==> config.mk <==
export PLATFORM = sky130hd
export DESIGN_NAME = imu_odometry_heading_fusion_top
export DESIGN_NICKNAME = d
export VERILOG_FILES = /design/src/rtl/hfus_pkg.sv /design/src/rtl/imu_odometry_heading_fusion_top.sv /design/src/rtl/hfus_yaw.sv
export SDC_FILE = /design/constraint.sdc
export NUM_CORES = 2
export LEC_CHECK = 0
export ABC_CLOCK_PERIOD_IN_PS = 15400
export BUFFER_PORTS_ARGS = -buffer_cell sky130_fd_sc_hd__buf_2
export CAP_MARGIN = 10
export CORE_MARGIN = 8
export CORE_UTILIZATION = 64
export DETAILED_ROUTE_END_ITERATION = 16
export HOLD_SLACK_MARGIN = 0.03
export PLACE_DENSITY = 0.82
export SYNTH_ARGS = -nofsm -noshare
export SYNTH_HDL_FRONTEND = slang
export SYNTH_HIERARCHICAL = 1
export SYNTH_SLANG_ARGS = --single-unit
==> constraint.sdc <==
create_clock -name i_clk -period 15.4 [get_ports i_clk]
set_input_delay 4.62 -clock i_clk [delete_from_list [all_inputs] [get_ports i_clk]]
set_output_delay 4.62 -clock i_clk [all_outputs]
set_load 0.03 [all_outputs]
==> src/rtl/hfus_pkg.sv <==
// Shared constants, types and the arctangent table for the heading fusion block.
// No dependencies; used by hfus_yaw and imu_odometry_heading_fusion_top.
package hfus_pkg;

    localparam int DEF_CORDIC_STEPS = 14;
    localparam int DEF_ANGLE_BITS   = 16;

    localparam int IN_TDATA_W  = 224;
    localparam int OUT_TDATA_W = 168;
    localparam int OP_W        = 2;
    localparam int WEIGHT_W    = 17;
    localparam int CONF_W      = 17;

    localparam logic [OP_W-1:0] OP_IMU  = 2'd0;
    localparam logic [OP_W-1:0] OP_ODOM = 2'd1;
    localparam logic [OP_W-1:0] OP_TICK = 2'd2;

    localparam logic [WEIGHT_W-1:0] WEIGHT_RESET = 17'd64225;
    localparam logic [WEIGHT_W-1:0] WEIGHT_ONE   = 17'd65536;
    localparam logic [CONF_W-1:0]   CONF_UNSEEN  = 17'd22938;
    localparam logic [CONF_W-1:0]   CONF_ONE     = 17'd65536;

    localparam logic [35:0] PEN_MAX    = 36'd6000;
    localparam logic [13:0] PEN_SCALE  = 14'd10000;
    localparam logic [29:0] CONF_BIAS  = 30'd5000;
    // ceil(2^44 / 10000): exact quotient for numerators below 2^30
    localparam logic signed [31:0] CONF_RECIP = 32'sd1759218605;
    localparam int CONF_SHIFT = 44;

    typedef struct packed {
        logic signed [15:0] w;
        logic signed [15:0] z;
        logic signed [15:0] y;
        logic signed [15:0] x;
    } t_quat;

    // atan(2^-i) in units of 2^-32 turn
    function automatic logic [31:0] atan_lookup(input logic [4:0] idx);
        logic [31:0] v;
        case (idx)
            5'd0:    v = 32'd536870912;
            5'd1:    v = 32'd316933406;
            5'd2:    v = 32'd167458907;
            5'd3:    v = 32'd85004756;
            5'd4:    v = 32'd42667331;
            5'd5:    v = 32'd21354465;
            5'd6:    v = 32'd10679838;
            5'd7:    v = 32'd5340245;
            5'd8:    v = 32'd2670163;
            5'd9:    v = 32'd1335087;
            5'd10:   v = 32'd667544;
            5'd11:   v = 32'd333772;
            5'd12:   v = 32'd166886;
            5'd13:   v = 32'd83443;
            5'd14:   v = 32'd41722;
            5'd15:   v = 32'd20861;
            5'd16:   v = 32'd10430;
            5'd17:   v = 32'd5215;
            5'd18:   v = 32'd2608;
            5'd19:   v = 32'd1304;
            5'd20:   v = 32'd652;
            5'd21:   v = 32'd326;
            5'd22:   v = 32'd163;
            5'd23:   v = 32'd81;
            default: v = 32'd0;
        endcase
        return v;
    endfunction

endpackage

==> src/rtl/imu_odometry_heading_fusion_top.sv <==
// IMU or odometry beat: next beat accepted once the serial CORDIC loop in hfus_yaw is
// done, and after ST_BLEND and ST_BWR when a heading blend follows. Publish tick with a
// valid pose: result beat via ST_AGE, ST_PEN, ST_CONF, ST_CQ and ST_PUB, or ST_AGE and
// ST_PUB while a sensor is unseen; hold in publish while the output beat is not taken.
// Reset (synchronous, active low) clears all fusion state, sets imu_weight to 0.98.
// Depends on hfus_pkg and hfus_yaw.
module imu_odometry_heading_fusion_top #(
    parameter int CORDIC_STEPS = hfus_pkg::DEF_CORDIC_STEPS,
    parameter int ANGLE_BITS   = hfus_pkg::DEF_ANGLE_BITS
) (
    input  logic                                i_clk,
    input  logic                                i_rst_n,
    input  logic                                s_axis_tvalid,
    output logic                                s_axis_tready,
    // quat_x, quat_y, quat_z, quat_w, pos_x, pos_y, lin_vel,
    // yaw_rate, stamp_ms
    input  logic [hfus_pkg::IN_TDATA_W-1:0]     s_axis_tdata,
    // operation
    input  logic [hfus_pkg::OP_W-1:0]           s_axis_tuser,
    output logic                                m_axis_tvalid,
    input  logic                                m_axis_tready,
    // out_x, out_y, out_heading, out_lin_vel, out_yaw_rate,
    // confidence, zero fill
    output logic [hfus_pkg::OUT_TDATA_W-1:0]    m_axis_tdata,
    input  logic                                i_cfg_valid,
    output logic                                o_cfg_ready,
    input  logic [hfus_pkg::WEIGHT_W-1:0]       i_cfg_data
);

    localparam int AB = ANGLE_BITS;

    localparam logic [3:0] ST_IDLE  = 4'd0;
    localparam logic [3:0] ST_YAW   = 4'd1;
    localparam logic [3:0] ST_BLEND = 4'd2;
    localparam logic [3:0] ST_BWR   = 4'd3;
    localparam logic [3:0] ST_AGE   = 4'd4;
    localparam logic [3:0] ST_PEN   = 4'd5;
    localparam logic [3:0] ST_CONF  = 4'd6;
    localparam logic [3:0] ST_CQ    = 4'd7;
    localparam logic [3:0] ST_PUB   = 4'd8;

    logic [3:0]                     r_state;
    logic [hfus_pkg::WEIGHT_W-1:0]  r_imu_weight;
    logic                           r_seen_imu;
    logic                           r_seen_odom;
    logic                           r_pose_valid;
    logic [31:0]                    r_fused_x;
    logic [31:0]                    r_fused_y;
    logic [AB-1:0]                  r_fused_heading;
    logic [AB-1:0]                  r_imu_heading;
    logic [31:0]                    r_last_lin;
    logic [31:0]                    r_last_ang;
    logic [31:0]                    r_imu_time;
    logic [31:0]                    r_odom_time;

    logic [hfus_pkg::OP_W-1:0]      r_op;
    logic [31:0]                    r_pos_x;
    logic [31:0]                    r_pos_y;
    logic [31:0]                    r_lin;
    logic [31:0]                    r_ang;
    logic [31:0]                    r_stamp;
    logic [AB-1:0]                  r_base;
    logic [AB-1:0]                  r_target;
    logic signed [64:0]             r_prod;
    logic [31:0]                    r_age_a;
    logic [31:0]                    r_age_b;
    logic [29:0]                    r_num;
    logic [hfus_pkg::CONF_W-1:0]    r_conf;
    logic                           r_out_valid;
    logic [hfus_pkg::OUT_TDATA_W-1:0] r_out_data;

    logic                           w_in_fire;
    logic                           w_yaw_done;
    logic [AB-1:0]                  w_yaw;
    logic [hfus_pkg::WEIGHT_W-1:0]  w_weight;
    logic [AB-1:0]                  w_diff;
    logic signed [31:0]             w_mul_a;
    logic signed [32:0]             w_mul_b;
    logic signed [64:0]             w_mul_p;
    logic signed [64:0]             w_adj;
    logic [32:0]                    w_age_a;
    logic [32:0]                    w_age_b;
    logic [35:0]                    w_pen;
    logic [12:0]                    w_pen_sat;
    logic [13:0]                    w_margin;
    logic [15:0]                    w_heading16;
    logic                           w_out_free;

    assign w_in_fire     = s_axis_tvalid && s_axis_tready;
    assign s_axis_tready = (r_state == ST_IDLE);
    assign o_cfg_ready   = 1'b1;
    assign m_axis_tvalid = r_out_valid;
    assign m_axis_tdata  = r_out_data;
    assign w_out_free    = !r_out_valid || m_axis_tready;

    hfus_yaw #(
        .CORDIC_STEPS (CORDIC_STEPS),
        .ANGLE_BITS   (ANGLE_BITS)
    ) u_yaw (
        .i_clk   (i_clk),
        .i_rst_n (i_rst_n),
        .i_start (w_in_fire && (s_axis_tuser == hfus_pkg::OP_IMU
                                || s_axis_tuser == hfus_pkg::OP_ODOM)),
        .i_quat  (hfus_pkg::t_quat'(s_axis_tdata[63:0])),
        .o_done  (w_yaw_done),
        .o_yaw   (w_yaw)
    );

    assign w_weight = (r_imu_weight > hfus_pkg::WEIGHT_ONE) ? hfus_pkg::WEIGHT_ONE
                                                            : r_imu_weight;
    assign w_diff   = r_target - r_base;

    // shared multiplier: heading blend and confidence reciprocal
    always_comb begin
        if (r_state == ST_CONF) begin
            w_mul_a = hfus_pkg::CONF_RECIP;
            w_mul_b = {3'b000, r_num};
        end else begin
            w_mul_a = {15'd0, w_weight};
            w_mul_b = {{(33-AB){w_diff[AB-1]}}, w_diff};
        end
    end
    assign w_mul_p = w_mul_a * w_mul_b;
    assign w_adj   = r_prod + 65'sd32768;

    assign w_age_a   = {1'b0, r_stamp} - {1'b0, r_imu_time};
    assign w_age_b   = {1'b0, r_stamp} - {1'b0, r_odom_time};
    assign w_pen     = {2'b00, r_age_a, 2'b00} + {4'd0, r_age_a}
                     + {3'b000, r_age_b, 1'b0} + {4'd0, r_age_b};
    assign w_pen_sat = (w_pen > hfus_pkg::PEN_MAX) ? 13'(hfus_pkg::PEN_MAX) : w_pen[12:0];
    assign w_margin  = hfus_pkg::PEN_SCALE - {1'b0, w_pen_sat};

    if (ANGLE_BITS >= 16) begin : g_hd_top
        assign w_heading16 = r_fused_heading[AB-1 -: 16];
    end else begin : g_hd_low
        assign w_heading16 = {r_fused_heading, {(16-AB){1'b0}}};
    end

    always_ff @(posedge i_clk) begin
        if (!i_rst_n) begin
            r_imu_weight <= hfus_pkg::WEIGHT_RESET;
        end else if (i_cfg_valid && o_cfg_ready) begin
            r_imu_weight <= i_cfg_data;
        end
    end

    always_ff @(posedge i_clk) begin
        if (!i_rst_n) begin
            r_state         <= ST_IDLE;
            r_seen_imu      <= 1'b0;
            r_seen_odom     <= 1'b0;
            r_pose_valid    <= 1'b0;
            r_fused_x       <= '0;
            r_fused_y       <= '0;
            r_fused_heading <= '0;
            r_imu_heading   <= '0;
            r_last_lin      <= '0;
            r_last_ang      <= '0;
            r_imu_time      <= '0;
            r_odom_time     <= '0;
            r_out_valid     <= 1'b0;
        end else begin
            if (r_out_valid && m_axis_tready && r_state != ST_PUB) begin
                r_out_valid <= 1'b0;
            end
            case (r_state)
                ST_IDLE: begin
                    if (w_in_fire) begin
                        case (s_axis_tuser)
                            hfus_pkg::OP_IMU:  r_state <= ST_YAW;
                            hfus_pkg::OP_ODOM: r_state <= ST_YAW;
                            hfus_pkg::OP_TICK: r_state <= r_pose_valid ? ST_AGE : ST_IDLE;
                            default:           r_state <= ST_IDLE;
                        endcase
                    end
                end
                ST_YAW: begin
                    if (w_yaw_done) begin
                        if (r_op == hfus_pkg::OP_IMU) begin
                            r_imu_heading <= w_yaw;
                            r_last_ang    <= r_ang;
                            r_imu_time    <= r_stamp;
                            r_seen_imu    <= 1'b1;
                            r_state       <= r_pose_valid ? ST_BLEND : ST_IDLE;
                        end else begin
                            r_fused_x    <= r_pos_x;
                            r_fused_y    <= r_pos_y;
                            r_last_lin   <= r_lin;
                            r_last_ang   <= r_ang;
                            r_odom_time  <= r_stamp;
                            r_seen_odom  <= 1'b1;
                            r_pose_valid <= 1'b1;
                            if (r_seen_imu) begin
                                r_state <= ST_BLEND;
                            end else begin
                                r_fused_heading <= w_yaw;
                                r_state         <= ST_IDLE;
                            end
                        end
                    end
                end
                ST_BLEND: r_state <= ST_BWR;
                ST_BWR: begin
                    r_fused_heading <= r_base + w_adj[16+AB-1:16];
                    r_state         <= ST_IDLE;
                end
                ST_AGE:  r_state <= (r_seen_imu && r_seen_odom) ? ST_PEN : ST_PUB;
                ST_PEN:  r_state <= ST_CONF;
                ST_CONF: r_state <= ST_CQ;
                ST_CQ:   r_state <= ST_PUB;
                ST_PUB: begin
                    if (w_out_free) begin
                        r_out_valid <= 1'b1;
                        r_state     <= ST_IDLE;
                    end
                end
                default: r_state <= ST_IDLE;
            endcase
        end
    end

    always_ff @(posedge i_clk) begin
        if (w_in_fire) begin
            r_op    <= s_axis_tuser;
            r_pos_x <= s_axis_tdata[95:64];
            r_pos_y <= s_axis_tdata[127:96];
            r_lin   <= s_axis_tdata[159:128];
            r_ang   <= s_axis_tdata[191:160];
            r_stamp <= s_axis_tdata[223:192];
        end
        if (r_state == ST_YAW && w_yaw_done) begin
            if (r_op == hfus_pkg::OP_IMU) begin
                r_base   <= r_fused_heading;
                r_target <= w_yaw;
            end else begin
                r_base   <= w_yaw;
                r_target <= r_imu_heading;
            end
        end
        if (r_state == ST_BLEND || r_state == ST_CONF) begin
            r_prod <= w_mul_p;
        end
        if (r_state == ST_AGE) begin
            r_age_a <= w_age_a[32] ? 32'd0 : w_age_a[31:0];
            r_age_b <= w_age_b[32] ? 32'd0 : w_age_b[31:0];
            r_conf  <= hfus_pkg::CONF_UNSEEN;
        end
        if (r_state == ST_PEN) begin
            r_num <= {w_margin, 16'd0} + hfus_pkg::CONF_BIAS;
        end
        if (r_state == ST_CQ) begin
            r_conf <= r_prod[hfus_pkg::CONF_SHIFT + hfus_pkg::CONF_W - 1:hfus_pkg::CONF_SHIFT];
        end
        if (r_state == ST_PUB && w_out_free) begin
            r_out_data <= {7'd0, r_conf, r_last_ang, r_last_lin, w_heading16,
                           r_fused_y, r_fused_x};
        end
    end

`ifndef SYNTHESIS
    a_result_needs_pose: assert property (@(posedge i_clk) disable iff (!i_rst_n)
        $rose(m_axis_tvalid) |-> r_pose_valid)
        else $error("result beat without a pose");

    a_pose_implies_odom: assert property (@(posedge i_clk) disable iff (!i_rst_n)
        r_pose_valid |-> r_seen_odom)
        else $error("pose valid before any odometry");

    a_yaw_done_in_yaw: assert property (@(posedge i_clk) disable iff (!i_rst_n)
        w_yaw_done |-> (r_state == ST_YAW))
        else $error("yaw unit finished outside the yaw wait");

    a_conf_range: assert property (@(posedge i_clk) disable iff (!i_rst_n)
        m_axis_tvalid |-> (m_axis_tdata[160:144] <= hfus_pkg::CONF_ONE))
        else $error("confidence above one");

    a_hold_on_stall: assert property (@(posedge i_clk) disable iff (!i_rst_n)
        (r_state == ST_PUB && !w_out_free) |=> (r_state == ST_PUB))
        else $error("publish left while output stalled");
`endif

endmodule

==> src/rtl/hfus_yaw.sv <==
// Quaternion to yaw: one shared 16x16 multiplier for the four products, then a
// CORDIC vectoring loop, one step per cycle. Depends on hfus_pkg.
module hfus_yaw #(
    parameter int CORDIC_STEPS = hfus_pkg::DEF_CORDIC_STEPS,
    parameter int ANGLE_BITS   = hfus_pkg::DEF_ANGLE_BITS
) (
    input  logic                  i_clk,
    input  logic                  i_rst_n,
    input  logic                  i_start,
    input  hfus_pkg::t_quat       i_quat,
    output logic                  o_done,
    output logic [ANGLE_BITS-1:0] o_yaw
);

    localparam int IW    = $clog2(CORDIC_STEPS);
    localparam int XW    = 38;
    localparam int SHIFT = 32 - ANGLE_BITS;
    localparam logic [31:0] ROUND_ADD =
        (SHIFT > 0) ? (32'd1 << ((SHIFT > 0) ? SHIFT - 1 : 0)) : 32'd0;
    localparam logic signed [XW-1:0] XS_BASE = {{(XW-29){1'b0}}, 1'b1, 28'd0};

    localparam logic [2:0] ST_IDLE = 3'd0;
    localparam logic [2:0] ST_MUL  = 3'd1;
    localparam logic [2:0] ST_PREP = 3'd2;
    localparam logic [2:0] ST_ITER = 3'd3;
    localparam logic [2:0] ST_DONE = 3'd4;

    logic [2:0]              r_state;
    logic [2:0]              n_state;
    logic [IW-1:0]           r_cnt;
    hfus_pkg::t_quat         r_quat;
    logic signed [32:0]      r_acc_s;
    logic signed [32:0]      r_acc_c;
    logic signed [XW-1:0]    r_xs;
    logic signed [XW-1:0]    r_ys;
    logic [31:0]             r_z;
    logic                    r_zero;

    logic signed [15:0]      w_ma;
    logic signed [15:0]      w_mb;
    logic signed [31:0]      w_prod;
    logic signed [32:0]      w_prod_ext;
    logic signed [XW-1:0]    w_ys0;
    logic signed [XW-1:0]    w_xs0;
    logic signed [XW-1:0]    w_dx;
    logic signed [XW-1:0]    w_dy;
    logic [31:0]             w_atan;
    logic                    w_ys_pos;
    logic [31:0]             w_zround;

    always_comb begin
        case (r_cnt[1:0])
            2'd0:    begin w_ma = r_quat.w; w_mb = r_quat.z; end
            2'd1:    begin w_ma = r_quat.x; w_mb = r_quat.y; end
            2'd2:    begin w_ma = r_quat.y; w_mb = r_quat.y; end
            default: begin w_ma = r_quat.z; w_mb = r_quat.z; end
        endcase
    end

    assign w_prod     = w_ma * w_mb;
    assign w_prod_ext = {w_prod[31], w_prod};
    assign w_ys0      = {{(XW-33){r_acc_s[32]}}, r_acc_s} <<< 1;
    assign w_xs0      = XS_BASE - ({{(XW-33){r_acc_c[32]}}, r_acc_c} <<< 1);
    assign w_dx       = r_ys >>> r_cnt;
    assign w_dy       = r_xs >>> r_cnt;
    assign w_atan     = hfus_pkg::atan_lookup(5'(r_cnt));
    assign w_ys_pos   = !r_ys[XW-1] && (r_ys != '0);
    assign w_zround   = r_z + ROUND_ADD;

    assign o_done = (r_state == ST_DONE);
    assign o_yaw  = r_zero ? '0 : w_zround[31:SHIFT];

    always_comb begin
        n_state = r_state;
        case (r_state)
            ST_IDLE: if (i_start) n_state = ST_MUL;
            ST_MUL:  if (r_cnt == IW'(3)) n_state = ST_PREP;
            ST_PREP: n_state = ST_ITER;
            ST_ITER: if (r_cnt == IW'(CORDIC_STEPS - 1)) n_state = ST_DONE;
            ST_DONE: n_state = ST_IDLE;
            default: n_state = ST_IDLE;
        endcase
    end

    always_ff @(posedge i_clk) begin
        if (!i_rst_n) begin
            r_state <= ST_IDLE;
        end else begin
            r_state <= n_state;
        end
    end

    always_ff @(posedge i_clk) begin
        case (r_state)
            ST_IDLE: begin
                r_quat  <= i_quat;
                r_cnt   <= '0;
                r_acc_s <= '0;
                r_acc_c <= '0;
            end
            ST_MUL: begin
                if (r_cnt[1]) begin
                    r_acc_c <= r_acc_c + w_prod_ext;
                end else begin
                    r_acc_s <= r_acc_s + w_prod_ext;
                end
                r_cnt <= (r_cnt == IW'(3)) ? '0 : r_cnt + IW'(1);
            end
            ST_PREP: begin
                r_zero <= (w_xs0 == '0) && (w_ys0 == '0);
                if (w_xs0[XW-1]) begin
                    r_xs <= -w_xs0;
                    r_ys <= -w_ys0;
                    r_z  <= 32'h8000_0000;
                end else begin
                    r_xs <= w_xs0;
                    r_ys <= w_ys0;
                    r_z  <= '0;
                end
            end
            ST_ITER: begin
                if (w_ys_pos) begin
                    r_xs <= r_xs + w_dx;
                    r_ys <= r_ys - w_dy;
                    r_z  <= r_z + w_atan;
                end else begin
                    r_xs <= r_xs - w_dx;
                    r_ys <= r_ys + w_dy;
                    r_z  <= r_z - w_atan;
                end
                r_cnt <= r_cnt + IW'(1);
            end
            default: begin
                r_cnt <= r_cnt;
            end
        endcase
    end

endmodule

* Word level (Yosys, flattened, before mapping)
Memories as Yosys holds them, arrays and structs flattened. A register that Yosys moved wholly into a read port is not among the register bits.
Index checks and enable logic that the tools add are counted.
Widths: inputs -> output; s select.
** Word-level totals
- Input bits :: 248
- Bits in registers :: 1021
- Memories kept :: 1
- Logic and storage cells :: 184
- Bits in read-only memories :: 480
- Output and inout port bits :: 171
** Cells by class
- $mul :: 2
- Shifts and indexed selects :: 2
- Bitwise gates (word level) :: 1
- Magnitude comparators :: 2
- Eq/ne operators :: 29
- Add/sub/neg operators :: 23
- Mux-type cells :: 48
- Reductions and logical operators :: 37
** Memory list
- (name not given) :: depth 16, bits a word 30, rd ports 1, clocked after Yosys merged registers in 1, wr ports 0, RTL line hfus_pkg.sv:40 : case (idx)
** Operators by type and width (count)
- $mux 38 :: 4
- $pmux 38 s2 :: 2
- $pmux 33 s2 :: 2
- $mux 16 :: 7
- $mux 33 :: 3
- $add 38x38->38 :: 2
- $logic_not 38->1 :: 2
- $sshr 38x4->38 :: 2
- $sub 38x38->38 :: 2
- $add 33x32->33 :: 2
- $sub 32x32->33 :: 2
- $mux 32 :: 2
- $pmux 32 s2 :: 1
- $mul 32x33->61 :: 1
- $mux 17 :: 3
- $pmux 16 s3 :: 1
- $neg 34->38 :: 1
- $neg 38->38 :: 1
- $reduce_bool 38->1 :: 1
- $add 35x33->36 :: 1
- $add 36x32->36 :: 1
- $gt 36x13->1 const B :: 1
- $add 34x32->35 :: 1
- $sub 30x34->35 const A :: 1
- 47 further kinds :: 98

* Longest topological paths before layout
- Depth in word-level cells :: 7
- Gate-level depth with buffers :: 48
- Mapped depth without buffers :: 40

* By module
The synthesis kept the hierarchy.
** Modules (own cells, without submodules)
- imu_odometry_heading_fusion_top :: times used 1, seq. area each 19498.7 um^2, area an instance 59030.4 um^2, cells each 5625
- hfus_yaw :: times used 1, seq. area each 7957.6 um^2, area an instance 37862.6 um^2, cells each 4276

* Worst setup path after synthesis
Ideal clock, no wire load.
- Path kind :: input to register
- From :: input port m_axis_tready
- To :: register r_out_data (netlist bit m_axis_tdata[0]) (enable)
- Library setup time :: 703 ps
- Slack :: 2898 ps
- Arrival time :: 11799 ps
- Data required time :: 14697 ps
- Cell stages on the path :: 2
- Path buffers :: 0
- Cells stage by stage :: nor2b_1 -> nor2b_1
** On the way
- Cells in the longest elaborated chain, start to end :: 2
** RTL lines
- start, declared :: RTL line imu_odometry_heading_fusion_top.sv:21 : input logic m_axis_tready,
- $logic_or 1x1->1 :: RTL line imu_odometry_heading_fusion_top.sv:94 : assign w_out_free = !r_out_valid || m_axis_tready;
- $logic_and 1x1->1 :: RTL line imu_odometry_heading_fusion_top.sv:254 : if (r_state == ST_PUB && w_out_free) begin
- end signal, assigned :: RTL line imu_odometry_heading_fusion_top.sv:255 : r_out_data <= {7'd0, r_conf, r_last_ang, r_last_lin, w_heading16,
- end, declared :: RTL line imu_odometry_heading_fusion_top.sv:70 : logic [hfus_pkg::OUT_TDATA_W-1:0] r_out_data;
No other way between the ends.
A chain may end at the register's enable or synchronous reset.

* Final worst setup path
- From :: register r_base[1]
- To :: register r_prod[53], data pin
** On the way
- Cells in the longest elaborated chain, start to end :: 3
** RTL lines
- start, declared :: RTL line imu_odometry_heading_fusion_top.sv:62 : logic [AB-1:0] r_base;
- start signal, assigned :: RTL line imu_odometry_heading_fusion_top.sv:233 : r_base <= r_fused_heading;
- start signal, assigned :: RTL line imu_odometry_heading_fusion_top.sv:236 : r_base <= w_yaw;
- $sub 16x16->16 :: RTL line imu_odometry_heading_fusion_top.sv:111 : assign w_diff = r_target - r_base;
- $mux 33 :: RTL line imu_odometry_heading_fusion_top.sv:115 : if (r_state == ST_CONF) begin
- $mul 32x33->61 :: RTL line imu_odometry_heading_fusion_top.sv:123 : assign w_mul_p = w_mul_a * w_mul_b;
- named net w_mul_p[53] :: RTL line imu_odometry_heading_fusion_top.sv:79 : logic signed [64:0] w_mul_p;
- end signal, assigned :: RTL line imu_odometry_heading_fusion_top.sv:241 : r_prod <= w_mul_p;
- end, declared :: RTL line imu_odometry_heading_fusion_top.sv:64 : logic signed [64:0] r_prod;
The timed path passes the listed nets, and every way through them passes these cells.

==> metrics.yaml <==
critical_path:
  worstPathRequired_ns: 15.92
  critical-path-top-cell-by-count: "sky130_fd_sc_hd__fa_1"
  critical_path.max_stage_delay_ns: 0.73
  worst_path_max_delay_cell: "sky130_fd_sc_hd__fa_1"
  timing.critical_path.depth: 39
  worstPathArrival_ns: 12.36
  worstSetupPathType: "register to register"
  cp-end-kind: "register"
  critPathLaunchType: "register"
  crit_buf_inv: 8
  r2r_cells: 39
  critical_path.top_delay_family: "adder cells"
  worst-path-max-fanout: 22
synthesis:
  synth-compound-area-share_pct: 11.89
  number_of_enable_type_register_cells_in_the_synthesized_netlist: 727
  synthAdderAreaFrac_pct: 30.58
  synth_cell_type_count: 115
  synth_mux_area_share_pct: 4.144
  synth-seq-area-share_pct: 28.34
  synth_ff_type: "sky130_fd_sc_hd__edfxtp_1"
  synth_xor_area_share_pct: 4.782
  post_synth_instance_area_sq_um: 96890
  yosysWarningCount: 6
  synthCells: 9901
  postSynth.asyncResetShare_pct: 0
  post_synthesis_share_of_cell_area_spent_on_and_or_nand_and_nor_gates_pct: 13.47
  post_synth.cell_area_avg_sq_um: 9.786
  combinational_family_with_the_most_area_after_synthesis: "adder cells"
  synth.ff_latch_count: 1008
worst_hold_path:
  timing.hold.worst_path_depth: 0
  hold_path_class: "register to register"
global_routing:
  wire_length_of_the_first_global_routing_pass_um: 432400
  grt_pass1_vias: 77470
  antenna_found_initial: 24
  global_route.usage.total_pct: 33.38
  globalRouteOverflowTotal: 0
  grt_max_degree: 107
die:
  die_span_in_y_um: 405.1
  num_rows: 142
  dieArea_sq_um: 164100
  dieWidth_um: 405.1
  core_area_sq_um: 150100
  initial_core_util_pct: 64.54
  io_pins: 419
sta:
  finalWorstPathRequiredPeriod_ns: 11.84
  drv_slew: 0
  timing.setup.tns_ns: 0
  tightestPinTransition_ns: 1.257
  hold_ws_ns: 0.4014
  slew-limit-headroom_pct: 15.04
  rsz0062_at_grt: "no"
  finalSetupViolCount: 0
  maxClockFrequency_mhz: 84.47
  fin_worst_skew_ns: 0.07886
  final_worst_path_cycle_share_pct: 76.87
  final-hold-violation-count: 0
placement:
  dpl.hpwl_um: 217900
  post-place-cells: 12140
  port-buffer-count: 410
  placer_congestion: 1.004
layout:
  postLayoutCoreUtil_pct: 69.80
  layout.cells.non_filler: 12360
  layout.filler_cells: 11190
  total_nets_final: 12200
  drive_above_1_share_pct: 9.459
  most_frequent_cells_in_the_layout: "1337 x sky130_fd_sc_hd__inv_1, 1206 x sky130_fd_sc_hd__nand2_1, 1087 x sky130_fd_sc_hd__fa_1"
  layout.cells.most_common: "sky130_fd_sc_hd__inv_1"
  area_growth_syn_to_layout_pct: 8.159
detailed_routing:
  avgRoutedWirePerCell_um: 22.42
  dr.pass1.iters: 9
  drt-total-wl_um: 277100
  route.detailed.vias_per_inst: 6.111
  drt-initial-drc-count: 7585
  drc: 0
  vias: 75520
  final_antenna_net_count: 0
clocking:
  ctsLongestPathBuffers: 3
  cts-resized-gates: 0
  tritoncts: "built"
  tritoncts.num_buffers: 106
  cts-hold-fix-buffers: 0
  clock_insertion_delay_worst_skew_ns: 0.78
  cts_htree_levels: 3
  postCtsSetupBuffers: 0
  cts_root_cell: "sky130_fd_sc_hd__clkbuf_16"
  clock-sinks: 1008
  worst_setup_hold_path_clk_slew_ns: 0.07
run_status:
  run_status: "completed"
flow_run:
  max_cap_viol: 0
[cells by family after synthesis]
family / count (synthesis)
buf+inv: 1704
xor+xnor: 529
fa+ha+maj: 1716
mux: 291
other cells: 2
compound gates: 1746
flops: 1008
simple gates: 2905
[flip-flops by register name (all words and copies together) (netlist names), 32 cells and up]
name	flops
m_axis_tdata	161
u_yaw/r_quat	64
u_yaw/r_xs	38
u_yaw/r_ys	38
r_prod	34
u_yaw/r_acc_c	33
u_yaw/r_acc_s	33
r_age_a	32
r_age_b	32
r_ang	32
r_fused_x	32
r_fused_y	32
r_imu_time	32
r_last_ang	32
r_last_lin	32
r_lin	32
r_odom_time	32
r_pos_x	32
r_pos_y	32
r_stamp	32
u_yaw/r_z	32
[area by class of cell]
cell class,count,area (sq um),area share [%]
multi-input combinational,7274,63360,60.46
sequential,1008,27460,26.20
inverter,1344,5046,4.815
clock buffer,152,3070,2.930
timing repair buffer,502,2761,2.635
tap,2016,2522,2.407
clock inverter,49,548.0,0.5229
antenna,14,35.03,0.03343
[per-layer routing]
metal	GRT usage, %	vias to the layer above	share of wire [%]
met5	0	-	0.025
met4	13.61	12	4.8
met3	8.069	770	10
met2	53.13	3826	46
met1	44.23	37090	39
li1	-	33830	-
[Yosys cell counts, drive strengths merged (203+ instances only)]
library cell  number  area, sq um
fa              1087        21760
dfxtp            281         5625
inv             1340         5030
nor2             823         3094
nand2           1208         4534
clkbuf           267         1023
edfxtp           727        21830
ha               629         7870
o21ai            317         1590
xnor2            326         2855
xor2             203         1778
a21o             203         1528
a21oi            431         2165
a21boi           228         1715
[stage by stage]
stage / instance area (sq um) / setup slack (ns)
after floorplan: 97210 / 2.898
after global placement: 101100 / 3.900
after detailed placement: 101100 / 3.629
after CTS: 104800 / 3.654
after global routing: 104800 / 2.917
final: 104800 / 3.561
[path summary, 6_finish.rpt]
| kind | from | endpoint | slack (ns) |
|---|---|---|---|
| worst min register to register | r_fused_y[10]$_SDFFE_PN0P_ | m_axis_tdata[42]$_DFFE_PP_ | 0.40 |
| worst min-delay path | r_fused_y[10]$_SDFFE_PN0P_ | m_axis_tdata[42]$_DFFE_PP_ | 0.40 |
| worst max-delay path | r_base[1]$_DFFE_PP_ | r_prod[53]$_DFFE_PP_ | 3.56 |
| worst max register to register | r_base[1]$_DFFE_PP_ | r_prod[53]$_DFFE_PP_ | 3.56 |
Power is not shown: default switching activity piles up to over one toggle a cycle in this logic, so the estimate is an artifact.
